## src/rtl/ansi_sgr_text_cell_parser_core_defines.svh

```systemverilog
// Assertion macros shared by the parser core.
// Each macro expects signals named clk and rst in the module that uses it.
`ifndef ANSI_SGR_TEXT_CELL_PARSER_CORE_DEFINES_SVH
`define ANSI_SGR_TEXT_CELL_PARSER_CORE_DEFINES_SVH

`ifndef SYNTHESIS

// Same-cycle implication.
`define ASCP_ASSERT_IMP(label, ante, cons) \
  label: assert property (@(posedge clk) disable iff (rst) (ante) |-> (cons)) \
    else $error("ascp assertion failed");

// Next-cycle implication.
`define ASCP_ASSERT_NXT(label, ante, cons) \
  label: assert property (@(posedge clk) disable iff (rst) (ante) |=> (cons)) \
    else $error("ascp assertion failed");

`else

`define ASCP_ASSERT_IMP(label, ante, cons)
`define ASCP_ASSERT_NXT(label, ante, cons)

`endif

`endif

```

## src/rtl/ascp_pkg.sv

```systemverilog
package ascp_pkg;

  localparam int TAB_STOP_DEFAULT = 8;
  localparam int MAX_RUN          = 8;
  localparam int CNT_W            = 4;   // holds 1..MAX_RUN
  localparam int GAP_W            = 5;   // holds 0..16 plus a tab run of 8
  localparam int ACC_W            = 10;
  localparam int ACC_WIDE_W       = 14;  // 1023*10 + 9 fits

  localparam logic [ACC_W-1:0] ACC_MAX      = 10'd1023;
  localparam logic [6:0]       ATTR_DEFAULT = 7'h07;  // fg 7, bg 0, no bold
  localparam logic [15:0]      COL_MAX      = 16'hFFFF;

  // byte codes
  localparam logic [7:0] CH_TAB      = 8'h09;
  localparam logic [7:0] CH_LF       = 8'h0A;
  localparam logic [7:0] CH_CR       = 8'h0D;
  localparam logic [7:0] CH_ESC      = 8'h1B;
  localparam logic [7:0] CH_SPACE    = 8'h20;
  localparam logic [7:0] CH_DIGIT_0  = 8'h30;
  localparam logic [7:0] CH_DIGIT_9  = 8'h39;
  localparam logic [7:0] CH_SEMI     = 8'h3B;
  localparam logic [7:0] CH_LBRACKET = 8'h5B;
  localparam logic [7:0] CH_SGR_END  = 8'h6D;

  // SGR codes
  localparam logic [ACC_W-1:0] SGR_RESET  = 10'd0;
  localparam logic [ACC_W-1:0] SGR_BOLD   = 10'd1;
  localparam logic [ACC_W-1:0] SGR_NORMAL = 10'd22;
  localparam logic [ACC_W-1:0] SGR_FG_LO  = 10'd30;
  localparam logic [ACC_W-1:0] SGR_FG_HI  = 10'd37;
  localparam logic [ACC_W-1:0] SGR_FG_DEF = 10'd39;
  localparam logic [ACC_W-1:0] SGR_BG_LO  = 10'd40;
  localparam logic [ACC_W-1:0] SGR_BG_HI  = 10'd47;
  localparam logic [ACC_W-1:0] SGR_BG_DEF = 10'd49;

  localparam logic KIND_CELL = 1'b0;
  localparam logic KIND_EOL  = 1'b1;

  typedef enum logic [1:0] {
    MODE_TEXT = 2'd0,
    MODE_ESC  = 2'd1,
    MODE_CSI  = 2'd2
  } mode_t;

  // one run of results: a line end, a single cell, or a tab fill
  typedef struct packed {
    logic             kind;
    logic [7:0]       char_code;
    logic [6:0]       attribute;
    logic [15:0]      column;
    logic [CNT_W-1:0] cnt;
  } run_t;

  // packed style: fg [2:0], bg [5:3], bold [6]
  function automatic logic [6:0] attr_of(input logic [6:0] s);
    attr_of = {s[5:3], s[6], s[2:0]};
  endfunction

  function automatic logic [6:0] apply_code(input logic [ACC_W-1:0] p,
                                            input logic [6:0] s);
    logic [6:0] r;
    r = s;
    if (p == SGR_RESET) begin
      r = ATTR_DEFAULT;
    end else if (p == SGR_BOLD) begin
      r[6] = 1'b1;
    end else if (p == SGR_NORMAL) begin
      r[6] = 1'b0;
    end else if (p inside {[SGR_FG_LO:SGR_FG_HI]}) begin
      r[2:0] = 3'(p - SGR_FG_LO);
    end else if (p == SGR_FG_DEF) begin
      r[6]   = 1'b0;
      r[2:0] = 3'd7;
    end else if (p inside {[SGR_BG_LO:SGR_BG_HI]}) begin
      r[5:3] = 3'(p - SGR_BG_LO);
    end else if (p == SGR_BG_DEF) begin
      r[5:3] = 3'd0;
    end
    apply_code = r;
  endfunction

endpackage

```

## src/rtl/ascp_in_if.sv

```systemverilog
interface ascp_in_if;
  logic       valid;
  logic       ready;
  logic [7:0] byte_value;
  logic       end_of_text;

  modport source(output valid, byte_value, end_of_text, input ready);
  modport sink(input valid, byte_value, end_of_text, output ready);
endinterface

```

## src/rtl/ascp_out_if.sv

```systemverilog
interface ascp_out_if;
  logic        valid;
  logic        ready;
  logic        kind;
  logic [7:0]  char_code;
  logic [6:0]  attribute;
  logic [15:0] column;
  logic        last_of_run;

  modport source(output valid, kind, char_code, attribute, column, last_of_run,
                 input ready);
  modport sink(input valid, kind, char_code, attribute, column, last_of_run,
               output ready);
endinterface

```

## src/rtl/ascp_parser.sv

```systemverilog
`include "ansi_sgr_text_cell_parser_core_defines.svh"

module ascp_parser #(
  parameter int TAB_STOP = ascp_pkg::TAB_STOP_DEFAULT
) (
  input  logic             clk,
  input  logic             rst,
  ascp_in_if.sink          text,
  input  logic             free,
  output logic             load,
  output ascp_pkg::run_t   run_new
);

  localparam int PHASE_W = $clog2(TAB_STOP + 1);

  ascp_pkg::mode_t                    mode, mode_next;
  logic                               after_cr, after_cr_next;
  logic [ascp_pkg::ACC_W-1:0]         acc, acc_next;
  logic                               has_digits, has_digits_next;
  logic                               any_param, any_param_next;
  logic [6:0]                         staged, staged_next;
  logic [6:0]                         current, current_next;
  logic [15:0]                        col, col_next;
  logic [PHASE_W-1:0]                 phase, phase_next;  // col mod TAB_STOP

  logic                               accept;
  logic [7:0]                         b;
  logic                               text_path;
  logic [ascp_pkg::ACC_WIDE_W-1:0]    acc_wide;
  logic [6:0]                         sgr_end_attr;
  logic [ascp_pkg::GAP_W-1:0]         gap;
  logic [ascp_pkg::CNT_W-1:0]         tab_cnt, cell_cnt;
  logic [16:0]                        col_sum;
  logic [15:0]                        col_adv;
  logic [ascp_pkg::GAP_W-1:0]         inc, ph_sum;
  logic [PHASE_W-1:0]                 phase_adv;

  assign text.ready = free;
  assign accept     = text.valid && free;
  assign b          = text.byte_value;

  // digit accumulate: acc*10 + digit, saturating
  assign acc_wide = ascp_pkg::ACC_WIDE_W'({acc, 3'b000})
                  + ascp_pkg::ACC_WIDE_W'({acc, 1'b0})
                  + ascp_pkg::ACC_WIDE_W'(b[3:0]);

  // final 'm': pending digits apply, a bare "ESC [ m" counts as code 0
  always_comb begin
    if (has_digits) begin
      sgr_end_attr = ascp_pkg::apply_code(acc, staged);
    end else if (!any_param) begin
      sgr_end_attr = ascp_pkg::apply_code(ascp_pkg::SGR_RESET, staged);
    end else begin
      sgr_end_attr = staged;
    end
  end

  // tab width from the phase, clamped to one run
  assign gap     = ascp_pkg::GAP_W'(TAB_STOP) - ascp_pkg::GAP_W'(phase);
  assign tab_cnt = (gap > ascp_pkg::GAP_W'(ascp_pkg::MAX_RUN)) ?
                   ascp_pkg::CNT_W'(ascp_pkg::MAX_RUN) : gap[ascp_pkg::CNT_W-1:0];
  assign cell_cnt = (b == ascp_pkg::CH_TAB) ? tab_cnt : ascp_pkg::CNT_W'(1);

  // column after the cells, saturating; phase follows the real advance
  assign col_sum   = {1'b0, col} + 17'(cell_cnt);
  assign col_adv   = col_sum[16] ? ascp_pkg::COL_MAX : col_sum[15:0];
  assign inc       = ascp_pkg::GAP_W'(col_adv - col);
  assign ph_sum    = ascp_pkg::GAP_W'(phase) + inc;
  assign phase_adv = (ph_sum == ascp_pkg::GAP_W'(TAB_STOP)) ?
                     '0 : PHASE_W'(ph_sum);

  always_comb begin
    mode_next       = mode;
    after_cr_next   = after_cr;
    acc_next        = acc;
    has_digits_next = has_digits;
    any_param_next  = any_param;
    staged_next     = staged;
    current_next    = current;
    col_next        = col;
    phase_next      = phase;
    load            = 1'b0;
    text_path       = 1'b0;
    run_new.kind      = ascp_pkg::KIND_CELL;
    run_new.char_code = b;
    run_new.attribute = ascp_pkg::attr_of(current);
    run_new.column    = col;
    run_new.cnt       = ascp_pkg::CNT_W'(1);

    if (accept) begin
      if (text.end_of_text) begin
        load              = 1'b1;
        run_new.kind      = ascp_pkg::KIND_EOL;
        run_new.char_code = '0;
        run_new.attribute = '0;
        mode_next       = ascp_pkg::MODE_TEXT;
        after_cr_next   = 1'b0;
        acc_next        = '0;
        has_digits_next = 1'b0;
        any_param_next  = 1'b0;
        staged_next     = ascp_pkg::ATTR_DEFAULT;
        current_next    = ascp_pkg::ATTR_DEFAULT;
        col_next        = '0;
        phase_next      = '0;
      end else begin
        case (mode)
          ascp_pkg::MODE_CSI: begin
            if (b inside {[ascp_pkg::CH_DIGIT_0:ascp_pkg::CH_DIGIT_9]}) begin
              acc_next = (acc_wide > ascp_pkg::ACC_WIDE_W'(ascp_pkg::ACC_MAX)) ?
                         ascp_pkg::ACC_MAX : acc_wide[ascp_pkg::ACC_W-1:0];
              has_digits_next = 1'b1;
            end else if (b == ascp_pkg::CH_SEMI) begin
              staged_next = ascp_pkg::apply_code(
                              has_digits ? acc : ascp_pkg::SGR_RESET, staged);
              any_param_next  = 1'b1;
              acc_next        = '0;
              has_digits_next = 1'b0;
            end else if (b == ascp_pkg::CH_SGR_END) begin
              staged_next  = sgr_end_attr;
              current_next = sgr_end_attr;
              mode_next    = ascp_pkg::MODE_TEXT;
            end else begin
              mode_next = ascp_pkg::MODE_TEXT;
            end
          end
          ascp_pkg::MODE_ESC: begin
            if (b == ascp_pkg::CH_LBRACKET) begin
              mode_next       = ascp_pkg::MODE_CSI;
              staged_next     = current;
              acc_next        = '0;
              has_digits_next = 1'b0;
              any_param_next  = 1'b0;
            end else begin
              text_path = 1'b1;
            end
          end
          default: begin
            text_path = 1'b1;
          end
        endcase

        if (text_path) begin
          mode_next     = ascp_pkg::MODE_TEXT;
          after_cr_next = 1'b0;
          // LF directly after CR is swallowed
          if (!(after_cr && b == ascp_pkg::CH_LF)) begin
            case (b)
              ascp_pkg::CH_CR, ascp_pkg::CH_LF: begin
                load              = 1'b1;
                run_new.kind      = ascp_pkg::KIND_EOL;
                run_new.char_code = '0;
                run_new.attribute = '0;
                col_next          = '0;
                phase_next        = '0;
                after_cr_next     = (b == ascp_pkg::CH_CR);
              end
              ascp_pkg::CH_ESC: begin
                mode_next = ascp_pkg::MODE_ESC;
              end
              ascp_pkg::CH_TAB: begin
                load              = 1'b1;
                run_new.char_code = ascp_pkg::CH_SPACE;
                run_new.cnt       = tab_cnt;
                col_next          = col_adv;
                phase_next        = phase_adv;
              end
              default: begin
                load       = 1'b1;
                col_next   = col_adv;
                phase_next = phase_adv;
              end
            endcase
          end
        end
      end
    end
  end

  always_ff @(posedge clk) begin
    if (rst) begin
      mode       <= ascp_pkg::MODE_TEXT;
      after_cr   <= 1'b0;
      acc        <= '0;
      has_digits <= 1'b0;
      any_param  <= 1'b0;
      staged     <= ascp_pkg::ATTR_DEFAULT;
      current    <= ascp_pkg::ATTR_DEFAULT;
      col        <= '0;
      phase      <= '0;
    end else begin
      mode       <= mode_next;
      after_cr   <= after_cr_next;
      acc        <= acc_next;
      has_digits <= has_digits_next;
      any_param  <= any_param_next;
      staged     <= staged_next;
      current    <= current_next;
      col        <= col_next;
      phase      <= phase_next;
    end
  end

  // bytes inside a CSI sequence never produce output
  `ASCP_ASSERT_IMP(a_csi_silent,
                   accept && !text.end_of_text && mode == ascp_pkg::MODE_CSI,
                   !load)
  // a CR seen as text arms the LF swallow
  `ASCP_ASSERT_NXT(a_cr_arms,
                   accept && !text.end_of_text && mode != ascp_pkg::MODE_CSI &&
                   b == ascp_pkg::CH_CR,
                   after_cr)
  // a run is only loaded into a free slot
  `ASCP_ASSERT_IMP(a_load_free, load, free && text.valid)

endmodule

```

## src/rtl/ascp_expander.sv

```systemverilog
`include "ansi_sgr_text_cell_parser_core_defines.svh"

module ascp_expander (
  input  logic            clk,
  input  logic            rst,
  input  logic            load,
  input  ascp_pkg::run_t  run_new,
  output logic            free,
  ascp_out_if.source      cells
);

  ascp_pkg::run_t run;
  logic           run_valid;
  logic           out_valid;
  logic           out_kind;
  logic [7:0]     out_char;
  logic [6:0]     out_attr;
  logic [15:0]    out_col;
  logic           out_last;

  logic           out_take;
  logic           emit;
  logic           run_last;
  logic           run_done;

  assign out_take = !out_valid || cells.ready;
  assign emit     = run_valid && out_take;
  assign run_last = (run.cnt == ascp_pkg::CNT_W'(1));
  assign run_done = emit && run_last;
  assign free     = !run_valid || run_done;

  always_ff @(posedge clk) begin
    if (rst) begin
      run_valid <= 1'b0;
      out_valid <= 1'b0;
    end else begin
      if (load) begin
        run_valid <= 1'b1;
      end else if (run_done) begin
        run_valid <= 1'b0;
      end
      if (emit) begin
        out_valid <= 1'b1;
      end else if (out_take) begin
        out_valid <= 1'b0;
      end
    end
  end

  // run payload: reload, or step one cell with a saturating column
  always_ff @(posedge clk) begin
    if (load) begin
      run <= run_new;
    end else if (emit) begin
      run.cnt    <= run.cnt - ascp_pkg::CNT_W'(1);
      run.column <= (run.column == ascp_pkg::COL_MAX) ?
                    run.column : run.column + 16'd1;
    end
  end

  always_ff @(posedge clk) begin
    if (emit) begin
      out_kind <= run.kind;
      out_char <= run.char_code;
      out_attr <= run.attribute;
      out_col  <= run.column;
      out_last <= run_last;
    end
  end

  assign cells.valid       = out_valid;
  assign cells.kind        = out_kind;
  assign cells.char_code   = out_char;
  assign cells.attribute   = out_attr;
  assign cells.column      = out_col;
  assign cells.last_of_run = out_last;

  // a live run always has words left
  `ASCP_ASSERT_IMP(a_run_nonempty, run_valid, run.cnt != '0)
  // a line end is a lone, blank word
  `ASCP_ASSERT_IMP(a_eol_word,
                   out_valid && out_kind == ascp_pkg::KIND_EOL,
                   out_last && out_char == 8'd0 && out_attr == 7'd0)
  // a tab run never exceeds its limit
  `ASCP_ASSERT_IMP(a_run_bound, run_valid,
                   run.cnt <= ascp_pkg::CNT_W'(ascp_pkg::MAX_RUN))

endmodule

```

## src/rtl/ansi_sgr_text_cell_parser_core.sv

```systemverilog
// ANSI SGR text cell parser.
// Channel text (sink): one byte of a text stream per word, with end_of_text
//   closing the document (the byte is then ignored).
// Channel cells (source): character cells (kind 0) carrying the byte, the
//   color attribute {bg, bold, fg} and the column, and line ends (kind 1)
//   carrying the length of the line just ended. last_of_run marks the final
//   word caused by one input byte.
// ESC [ params m sequences are parsed in place and produce no words.
// A byte that yields output reaches cells through the run register, then
//   the output register.
// Throughput: one byte per cycle while cells is ready, for bytes that yield
//   at most one word; a tab yields up to 8 space cells, one per cycle, and
//   stalls input until the run drains. The expander's run register sets this rate.
// Reset (rst, synchronous): parser state, attribute and column return to
//   their defaults (fg 7, bg 0, column 0); pending words are dropped.
// When cells is stalled the output word holds, the run register fills, and
//   text.ready drops until the run drains; bytes that give no output are
//   taken only while the run register is free.
module ansi_sgr_text_cell_parser_core #(
  parameter int TAB_STOP = ascp_pkg::TAB_STOP_DEFAULT
) (
  input  logic        clk,
  input  logic        rst,
  ascp_in_if.sink     text,
  ascp_out_if.source  cells
);

  // handoff between parser and expander
  logic           free;
  logic           load;
  ascp_pkg::run_t run_new;

  // byte parser: escape state, SGR staging, column and tab phase
  ascp_parser #(
    .TAB_STOP (TAB_STOP)
  ) u_parser (
    .clk     (clk),
    .rst     (rst),
    .text    (text),
    .free    (free),
    .load    (load),
    .run_new (run_new)
  );

  // run expander: one result word per cycle into the output register while cells is ready
  ascp_expander u_expander (
    .clk     (clk),
    .rst     (rst),
    .load    (load),
    .run_new (run_new),
    .free    (free),
    .cells   (cells)
  );

endmodule

```

## src/flat_wrapper.sv

```systemverilog
// flat-port wrapper written by rule: the top's interface ports become plain ports
module ansi_sgr_text_cell_parser_core_flat 
#(
  parameter int TAB_STOP = ascp_pkg::TAB_STOP_DEFAULT
)
  (clk, rst, text_valid, text_byte_value, text_end_of_text, text_ready, cells_valid, cells_kind, cells_char_code, cells_attribute, cells_column, cells_last_of_run, cells_ready);
  ascp_in_if text_i ();
  ascp_out_if cells_i ();
  input  logic clk;
  input  logic rst;
  input wire logic [$bits(text_i.valid)-1:0] text_valid;
  input wire logic [$bits(text_i.byte_value)-1:0] text_byte_value;
  input wire logic [$bits(text_i.end_of_text)-1:0] text_end_of_text;
  output wire logic [$bits(text_i.ready)-1:0] text_ready;
  output wire logic [$bits(cells_i.valid)-1:0] cells_valid;
  output wire logic [$bits(cells_i.kind)-1:0] cells_kind;
  output wire logic [$bits(cells_i.char_code)-1:0] cells_char_code;
  output wire logic [$bits(cells_i.attribute)-1:0] cells_attribute;
  output wire logic [$bits(cells_i.column)-1:0] cells_column;
  output wire logic [$bits(cells_i.last_of_run)-1:0] cells_last_of_run;
  input wire logic [$bits(cells_i.ready)-1:0] cells_ready;
  assign text_i.valid = text_valid;
  assign text_i.byte_value = text_byte_value;
  assign text_i.end_of_text = text_end_of_text;
  assign text_ready = text_i.ready;
  assign cells_valid = cells_i.valid;
  assign cells_kind = cells_i.kind;
  assign cells_char_code = cells_i.char_code;
  assign cells_attribute = cells_i.attribute;
  assign cells_column = cells_i.column;
  assign cells_last_of_run = cells_i.last_of_run;
  assign cells_i.ready = cells_ready;
  ansi_sgr_text_cell_parser_core #(.TAB_STOP(TAB_STOP)) u_core (.clk(clk), .rst(rst), .text(text_i), .cells(cells_i));
endmodule
```

## config.mk

```make
export PLATFORM = sky130hd
export DESIGN_NAME = ansi_sgr_text_cell_parser_core_flat
export DESIGN_NICKNAME = d
export VERILOG_FILES = /design/src/rtl/ascp_pkg.sv /design/src/rtl/ascp_in_if.sv /design/src/rtl/ascp_out_if.sv /design/src/rtl/ascp_parser.sv /design/src/rtl/ascp_expander.sv /design/src/rtl/ansi_sgr_text_cell_parser_core.sv /design/src/flat_wrapper.sv
export VERILOG_INCLUDE_DIRS = /design/src /design/src/rtl
export SDC_FILE = /design/constraint.sdc
export NUM_CORES = 1
export LEC_CHECK = 0
export BUFFER_PORTS_ARGS = -buffer_cell sky130_fd_sc_hd__buf_4
export CAP_MARGIN = 0
export CORE_UTILIZATION = 65
export CTS_BUF_LIST = sky130_fd_sc_hd__clkbuf_4
export DETAILED_ROUTE_END_ITERATION = 12
export GPL_TIMING_DRIVEN = 1
export PLACE_DENSITY = 0.85
export SYNTH_ARGS = -nofsm -noshare
export SYNTH_HDL_FRONTEND = slang
export SYNTH_SLANG_ARGS = --single-unit
```

## constraint.sdc

```tcl
create_clock -name clk -period 8 [get_ports clk]
set_input_delay 1.6 -clock clk [delete_from_list [all_inputs] [get_ports clk]]
set_output_delay 1.6 -clock clk [all_outputs]
set_load 0.02 [all_outputs]
```

After elaboration in Yosys (flattened, before gate mapping)
Cells that the tools add are included.
{"block": "totals", "inputBits": 13, "reg_bits": 120}
{"block": "op_classes", "magnitude_cmp": 12, "mux": 103, "addsub": 12, "n_eq_ne": 41, "n_reduce_logical": 34}
{"cell": "$mux W16", "n": 8}
{"cell": "$mux W7", "n": 14}
{"cell": "$mux W10", "n": 6}
{"cell": "$mux W4", "n": 12}
{"cell": "$eq A10 B6 Y1 const B", "n": 4}
{"cell": "$le A10 B6 Y1 const B", "n": 4}
{"cell": "$mux W20", "n": 2}
{"cell": "$mux W1", "n": 32}
{"cell": "$pmux W16 S2", "n": 1}
{"cell": "$mux W3", "n": 10}
{"cell": "$eq A8 B4 Y1 const B", "n": 3}
{"cell": "$mux W6", "n": 4}
{"cell": "$eq A10 B1 Y1 const B", "n": 2}
{"cell": "$eq A10 B5 Y1 const B", "n": 2}
{"cell": "$ge A10 B5 Y1 const B", "n": 2}
{"cell": "$ge A10 B6 Y1 const B", "n": 2}
{"cell": "$logic_not A10 Y1", "n": 2}
{"cell": "$ne A4 B4 Y1 const B", "n": 5}
{"cell": "$ne A5 B5 Y1 const B", "n": 4}
{"cell": "$pmux W10 S2", "n": 1}
{"cell": "$add A16 B4 Y17", "n": 1}
{"cell": "$add A16 B1 Y16 const B", "n": 1}
{"cell": "$eq A16 B16 Y1 const B", "n": 1}
{"cell": "$eq A8 B7 Y1 const B", "n": 2}
{"cell": "other kinds (43)", "n": 77}

Depth between registers and ports, before layout
{"block": "logic_depth", "word_depth": 14, "depth_mapped": 22, "mapped_depth_nobuf": 22}

Modules after synthesis
A second synthesis with hierarchy kept.
{"block": "unflattened", "hier_cells": 725, "area_unflattened_um2": 6920.4}
{"module": "ascp_parser", "cells_each": 552, "seq_area_each_um2": 980.9, "area_each_um2": 4185.3, "n_inst": 1}
{"module": "ascp_expander", "cells_each": 173, "seq_area_each_um2": 2112.0, "area_each_um2": 2735.1, "n_inst": 1}

Worst setup path after synthesis
OpenSTA, ideal clock, no wires.
{"block": "synth_timing", "path_type": "input -> register", "startpoint": "input text_byte_value[6]", "endpoint": "register u_core.u_parser.phase[3]", "t_arrival_ps": 5813, "path_stages": 17, "required_ps": 7869, "setup_time_ps": 131, "setup_slack_ps": 2056, "n_path_buf": 0, "path_cell_list": "nor3_1 > nand4b_1 > nor2b_1 > nand2_1 > fa_1 > nor2b_1 > o21ai_0 > nor3_1 > nor2_1 > fa_1 > inv_1 > ha_1 > a21o_1 > a21oi_1 > xnor3_1 > nor4b_1 > o41ai_1"}
{"block": "synth_between", "elab_chain_len": 12, "elab_cells_between_ends": 26, "classes_between": "3 x add/sub; 8 x eq/ne; 11 x mux; 4 x reduce/logical"}
{"element": "start, declared", "line_no": "flat_wrapper.sv:12", "text": "input wire logic [$bits(text_i.byte_value)-1:0] text_byte_value;"}
{"element": "$eq A8 B4 Y1", "line_no": "ascp_parser.sv:62", "text": "assign cell_cnt = (b == ascp_pkg::CH_TAB) ? tab_cnt : ascp_pkg::CNT_W'(1);"}
{"element": "$mux W4", "line_no": "ascp_parser.sv:62"}
{"element": "$add A16 B4 Y17", "line_no": "ascp_parser.sv:65", "text": "assign col_sum = {1'b0, col} + 17'(cell_cnt);"}
{"element": "$mux W16", "line_no": "ascp_parser.sv:66", "text": "assign col_adv = col_sum[16] ? ascp_pkg::COL_MAX : col_sum[15:0];"}
{"element": "$sub A5 B5 Y5", "line_no": "ascp_parser.sv:67", "text": "assign inc = ascp_pkg::GAP_W'(col_adv - col);"}
{"element": "$add A4 B5 Y5", "line_no": "ascp_parser.sv:68", "text": "assign ph_sum = ascp_pkg::GAP_W'(phase) + inc;"}
{"element": "$eq A5 B4 Y1", "line_no": "ascp_parser.sv:69", "text": "assign phase_adv = (ph_sum == ascp_pkg::GAP_W'(TAB_STOP)) ?"}
{"element": "$mux W4", "line_no": "ascp_parser.sv:69"}
{"element": "$pmux W4 S2", "line_no": "ascp_parser.sv:147", "text": "case (b)"}
{"element": "$mux W4", "line_no": "ascp_parser.sv:146", "text": "if (!(after_cr && b == ascp_pkg::CH_LF)) begin"}
{"element": "$mux W4", "line_no": "ascp_parser.sv:142", "text": "if (text_path) begin"}
{"element": "$mux W4", "line_no": "ascp_parser.sv:91", "text": "if (text.end_of_text) begin"}
{"element": "end signal, assigned", "line_no": "ascp_parser.sv:199", "text": "phase <= phase_next;"}
{"element": "end, declared", "line_no": "ascp_parser.sv:24", "text": "logic [PHASE_W-1:0] phase, phase_next;"}
Several ways; a longest one is shown, not always the timed one. The select of a mux whose other input is x is not followed.
A chain may end at the register's enable or synchronous reset.

Final worst setup path
Same ends and word-level chain as after synthesis.

==> summary.md <==
| Metric | Value |
|---|---|
| Run status | `finished, final reports clean` |
| #FFs+latches synth | `120` |
| Pin count of the biggest net entering global routing | `71` |
| Vias in the first global route | `5215` |
| CTS Hold Buffers Added | `0` |
| Worst-Margin Slew | `0.788 ns` |
| Routability cong. | `0.911` |
| VDD IR max | `140 µV` |
| Combinational cell fraction of total power | `about 23%` |
| Residual DRC count | `0` |
| Fraction of layout cells with a size suffix above 1 | `13.2%` |
| Worst-Skew Late Latency | `0.54 ns` |
| Minimum clock period | `between 6 and 7 ns` |
| I/O Buffers | `47` |
| GRT Resource Usage Total | `29.8%` |
| Final Setup Violations | `0` |
| Cell row count | `36` |
| Fin crit share | `75.3%` |
| Synth warnings | `0` |
| Setup slack after layout | `1.98 ns` |
| Sequential share of the synthesized area | `a little under half` |
| CP Data Required Time | `8.40 ns` |
| Cells resized by post-CTS repair | `0` |
| F_max | `166 MHz` |
| Crit-path max cell delay | `0.62 ns` |
| CTS tree | `yes` |
| Ys flop type | `edfxtp_1` |
| DRT Wirelength | `15200 µm` |
| Internal | `1.20 mW` |
| Net switching fraction of the power | `31.7%` |
| Vias/cell | `6.37` |
| Post-synth ARST share | `0%` |
| Most frequent cells in the layout | `edfxtp_1 (69), nand2_1 (61), a21oi_1 (57)` |
| Post-CTS Setup Inserts | `0` |
| First-pass DRT Iterations | `6` |
| Routed via count | `approximately 5600` |
| Seq pwr share | `49.2%` |
| Final Max Slew Viols | `0` |
| Wirelength per Cell | `17.5 µm` |
| Clock buffer depth | `2` |
| CP Capture Type | `register` |
| Area Growth Syn to Fin | `11.3%` |
| Die W | `104 µm` |
| Cell family with most CP delay | `simple AND/OR/NAND/NOR gates` |
| Die Area | `10800 µm²` |
| CP bufs+invs | `2` |
| P_sw | `558 µW` |
| Height of the die | `approximately 100 µm` |
| Clock power frac | `28.3%` |
| Mapped cell area | `6780 µm²` |
| Final hold violations | `0` |
| Maximum capacitance violations | `0` |
| CTS Sinks | `120` |
| Unrepaired setup endpoints after global routing | `false` |
| Post-synth EDFFs | `69` |
| Crit-path max FO | `6` |
| Crit path DAT | `6.42 ns` |
| First-pass GRT wire length | `25800 µm` |
| Core area | `9950 µm²` |
| Crit-path cells | `buf_4, nor3_1, nand4b_1, nor2b_1, nor3b_1, ha_1, nor2b_1, o21a_1, nand3_1, and2_1, fa_1, fa_1, inv_1, a21o_1, a21oi_1, xnor3_1, nor4b_1, o41ai_1` |
| Cells after Synth | `roughly 680` |
| Grt ovf | `0` |
| Routed Antenna Nets | `0` |
| Commonest non-fill, non-tap cell in the layout | `edfxtp_1` |
| Hpwl dp | `10800 µm` |
| Yosys cell types | `82` |
| WS Path Type | `primary input to register` |
| Net Count, Synth | `739` |
| Initial antenna violation count | `0` |
| Slew margin rel. | `47.2%` |
| Clock Skew | `0.0159 ns` |
| Hold Slack | `0.426 ns` |
| Number of DRC markers in iteration 0 | `around 600` |
| Fin Setup TNS | `0 ns` |
| Root buffer cell | `clkbuf_4` |
| NumNets Final | `783` |
| Pwr Density | `233 nW/µm²` |
| Synthesized area per cell | `9.93 µm²` |
| Num CTS Buffers | `17` |
| Reg clk slew, reported paths | `0.11 ns` |
| Starting Density | `68.1%` |
| Leak pwr | `2.84 nW` |
| # IOs | `48` |
| Path type of the worst min-delay path | `register to register` |
| DP Worst Slack | `1.57 ns` |
| Startpoint type of the worst setup path | `primary input` |
| Post-Route Utilization | `75.8%` |
| Crit-path slowest cell | `nor3_1` |
| H-tree Lvls | `4` |
| N_diodes | `0` |
## final timing paths
| kind | slack, ns | start | depth (start not counted) | end |
|---|---|---|---|---|
| setup / recovery | 1.98 | text_byte_value[6] | 18 | u_core.u_parser.phase[3]$_SDFFE_PP0P_ |
| hold / removal | 0.43 | u_core.u_expander.run[24]$_DFFE_PP_ | 0 | u_core.u_expander.cells.attribute[4]$_DFFE_PP_ |
| setup reg to reg | 3.22 | u_core.u_parser.phase[1]$_SDFFE_PP0P_ | 19 | u_core.u_parser.phase[3]$_SDFFE_PP0P_ |
| hold reg to reg | 0.43 | u_core.u_expander.run[24]$_DFFE_PP_ | 0 | u_core.u_expander.cells.attribute[4]$_DFFE_PP_ |
## per-layer routing
layer	wire length (µm)	share of wire (%)	GRT usage (%)
met5	0	0	0
met3	1150	7.6	7.52
met2	7190	47	46.3
met1	6660	44	41.0
met4	233	1.5	9.49
## kinds of logic after synthesis
kind of cell             synth area share (%)
AO/OA/AOI/OAI                            19.3
XOR/XNOR                                 3.43
adder cells (fa/ha/maj)                  8.71
buffers and inverters                    3.84
flip-flops                               45.6
multiplexers                            0.295
AND/OR/NAND/NOR                          18.8
## power groups by stage
stage / clock [mW] / combinational (mW) / sequential (mW)
6_report: 0.498 / 0.397 / 0.866
5_1_grt: 0.531 / 0.435 / 0.877
4_1_cts: 0.500 / 0.395 / 0.865
3_5_place_dp: 0 / 0.391 / 0.877
3_3_place_gp: 0 / 0.378 / 0.867
2_1_floorplan: 0 / 0.231 / 0.901
## synth_stat cells (all sizes together), types with 5 or more instances
cell	count	area share, %
ha	36	6.6
a21oi	57	4.2
a21o	9	1.0
o2bb2ai	12	1.6
dfxtp	51	15
nand3	29	2.1
o21ai	42	3.1
nand2	61	3.4
nor2	37	2.0
nor2b	28	2.6
and3	9	0.83
o211ai	5	0.83
o21a	5	0.55
nand4	7	0.65
nor3	23	1.8
a211oi	7	0.78
inv	37	2.1
clkbuf	19	1.1
xnor2	15	1.9
nand3b	6	0.66
edfxtp	69	31
xor2	9	1.2
buf	7	0.63
fa	7	2.1
nor3b	5	0.55
nand2b	5	0.46
## cell type report
cell class | count | area (µm²)
well taps | 133 | 166
clock buffers | 18 | 135
inverters | 38 | 145
fillers | 694 | 2410
multi-input cells | 499 | 3430
flip-flops and latches | 120 | 3090
clock inverters | 14 | 196
repair buffers | 51 | 383
## flip-flops by register name (all words and copies together), names as in the netlist, 2 cells and up
register / flops
u_core.u_parser.staged: 7
u_core.u_expander.cells.column: 16
u_core.u_parser.mode: 2
u_core.u_parser.col: 16
u_core.u_parser.phase: 4
u_core.u_expander.cells.attribute: 7
u_core.u_expander.cells.char_code: 8
u_core.u_parser.current: 7
u_core.u_parser.acc: 10
u_core.u_expander.run: 36
## per-stage QoR
step	total power [mW]	area, µm²	cells
global route	1.84	7540	873
global placement	1.24	7210	841
floorplan	1.13	6780	683
detailed placement	1.27	7210	841
finish	1.76	7540	873
CTS	1.76	7540	873
## worst register-to-register path, stage by stage, from the launching register on
cell and delay [ns]:
dfxtp_1 0.34, inv_1 0.13, ha_1 0.18, nor2b_1 0.23
a21o_1 0.16, nor2b_1 0.17, nor3b_1 0.38, ha_1 0.28
nor2b_1 0.26, o21a_1 0.28, nand3_1 0.19, and2_1 0.24
fa_1 0.54, fa_1 0.47, inv_1 0.08, a21o_1 0.10
a21oi_1 0.07, xnor3_1 0.19, nor4b_1 0.26, o41ai_1 0.12
No activity file was read; power rests on OpenSTA's default activity.
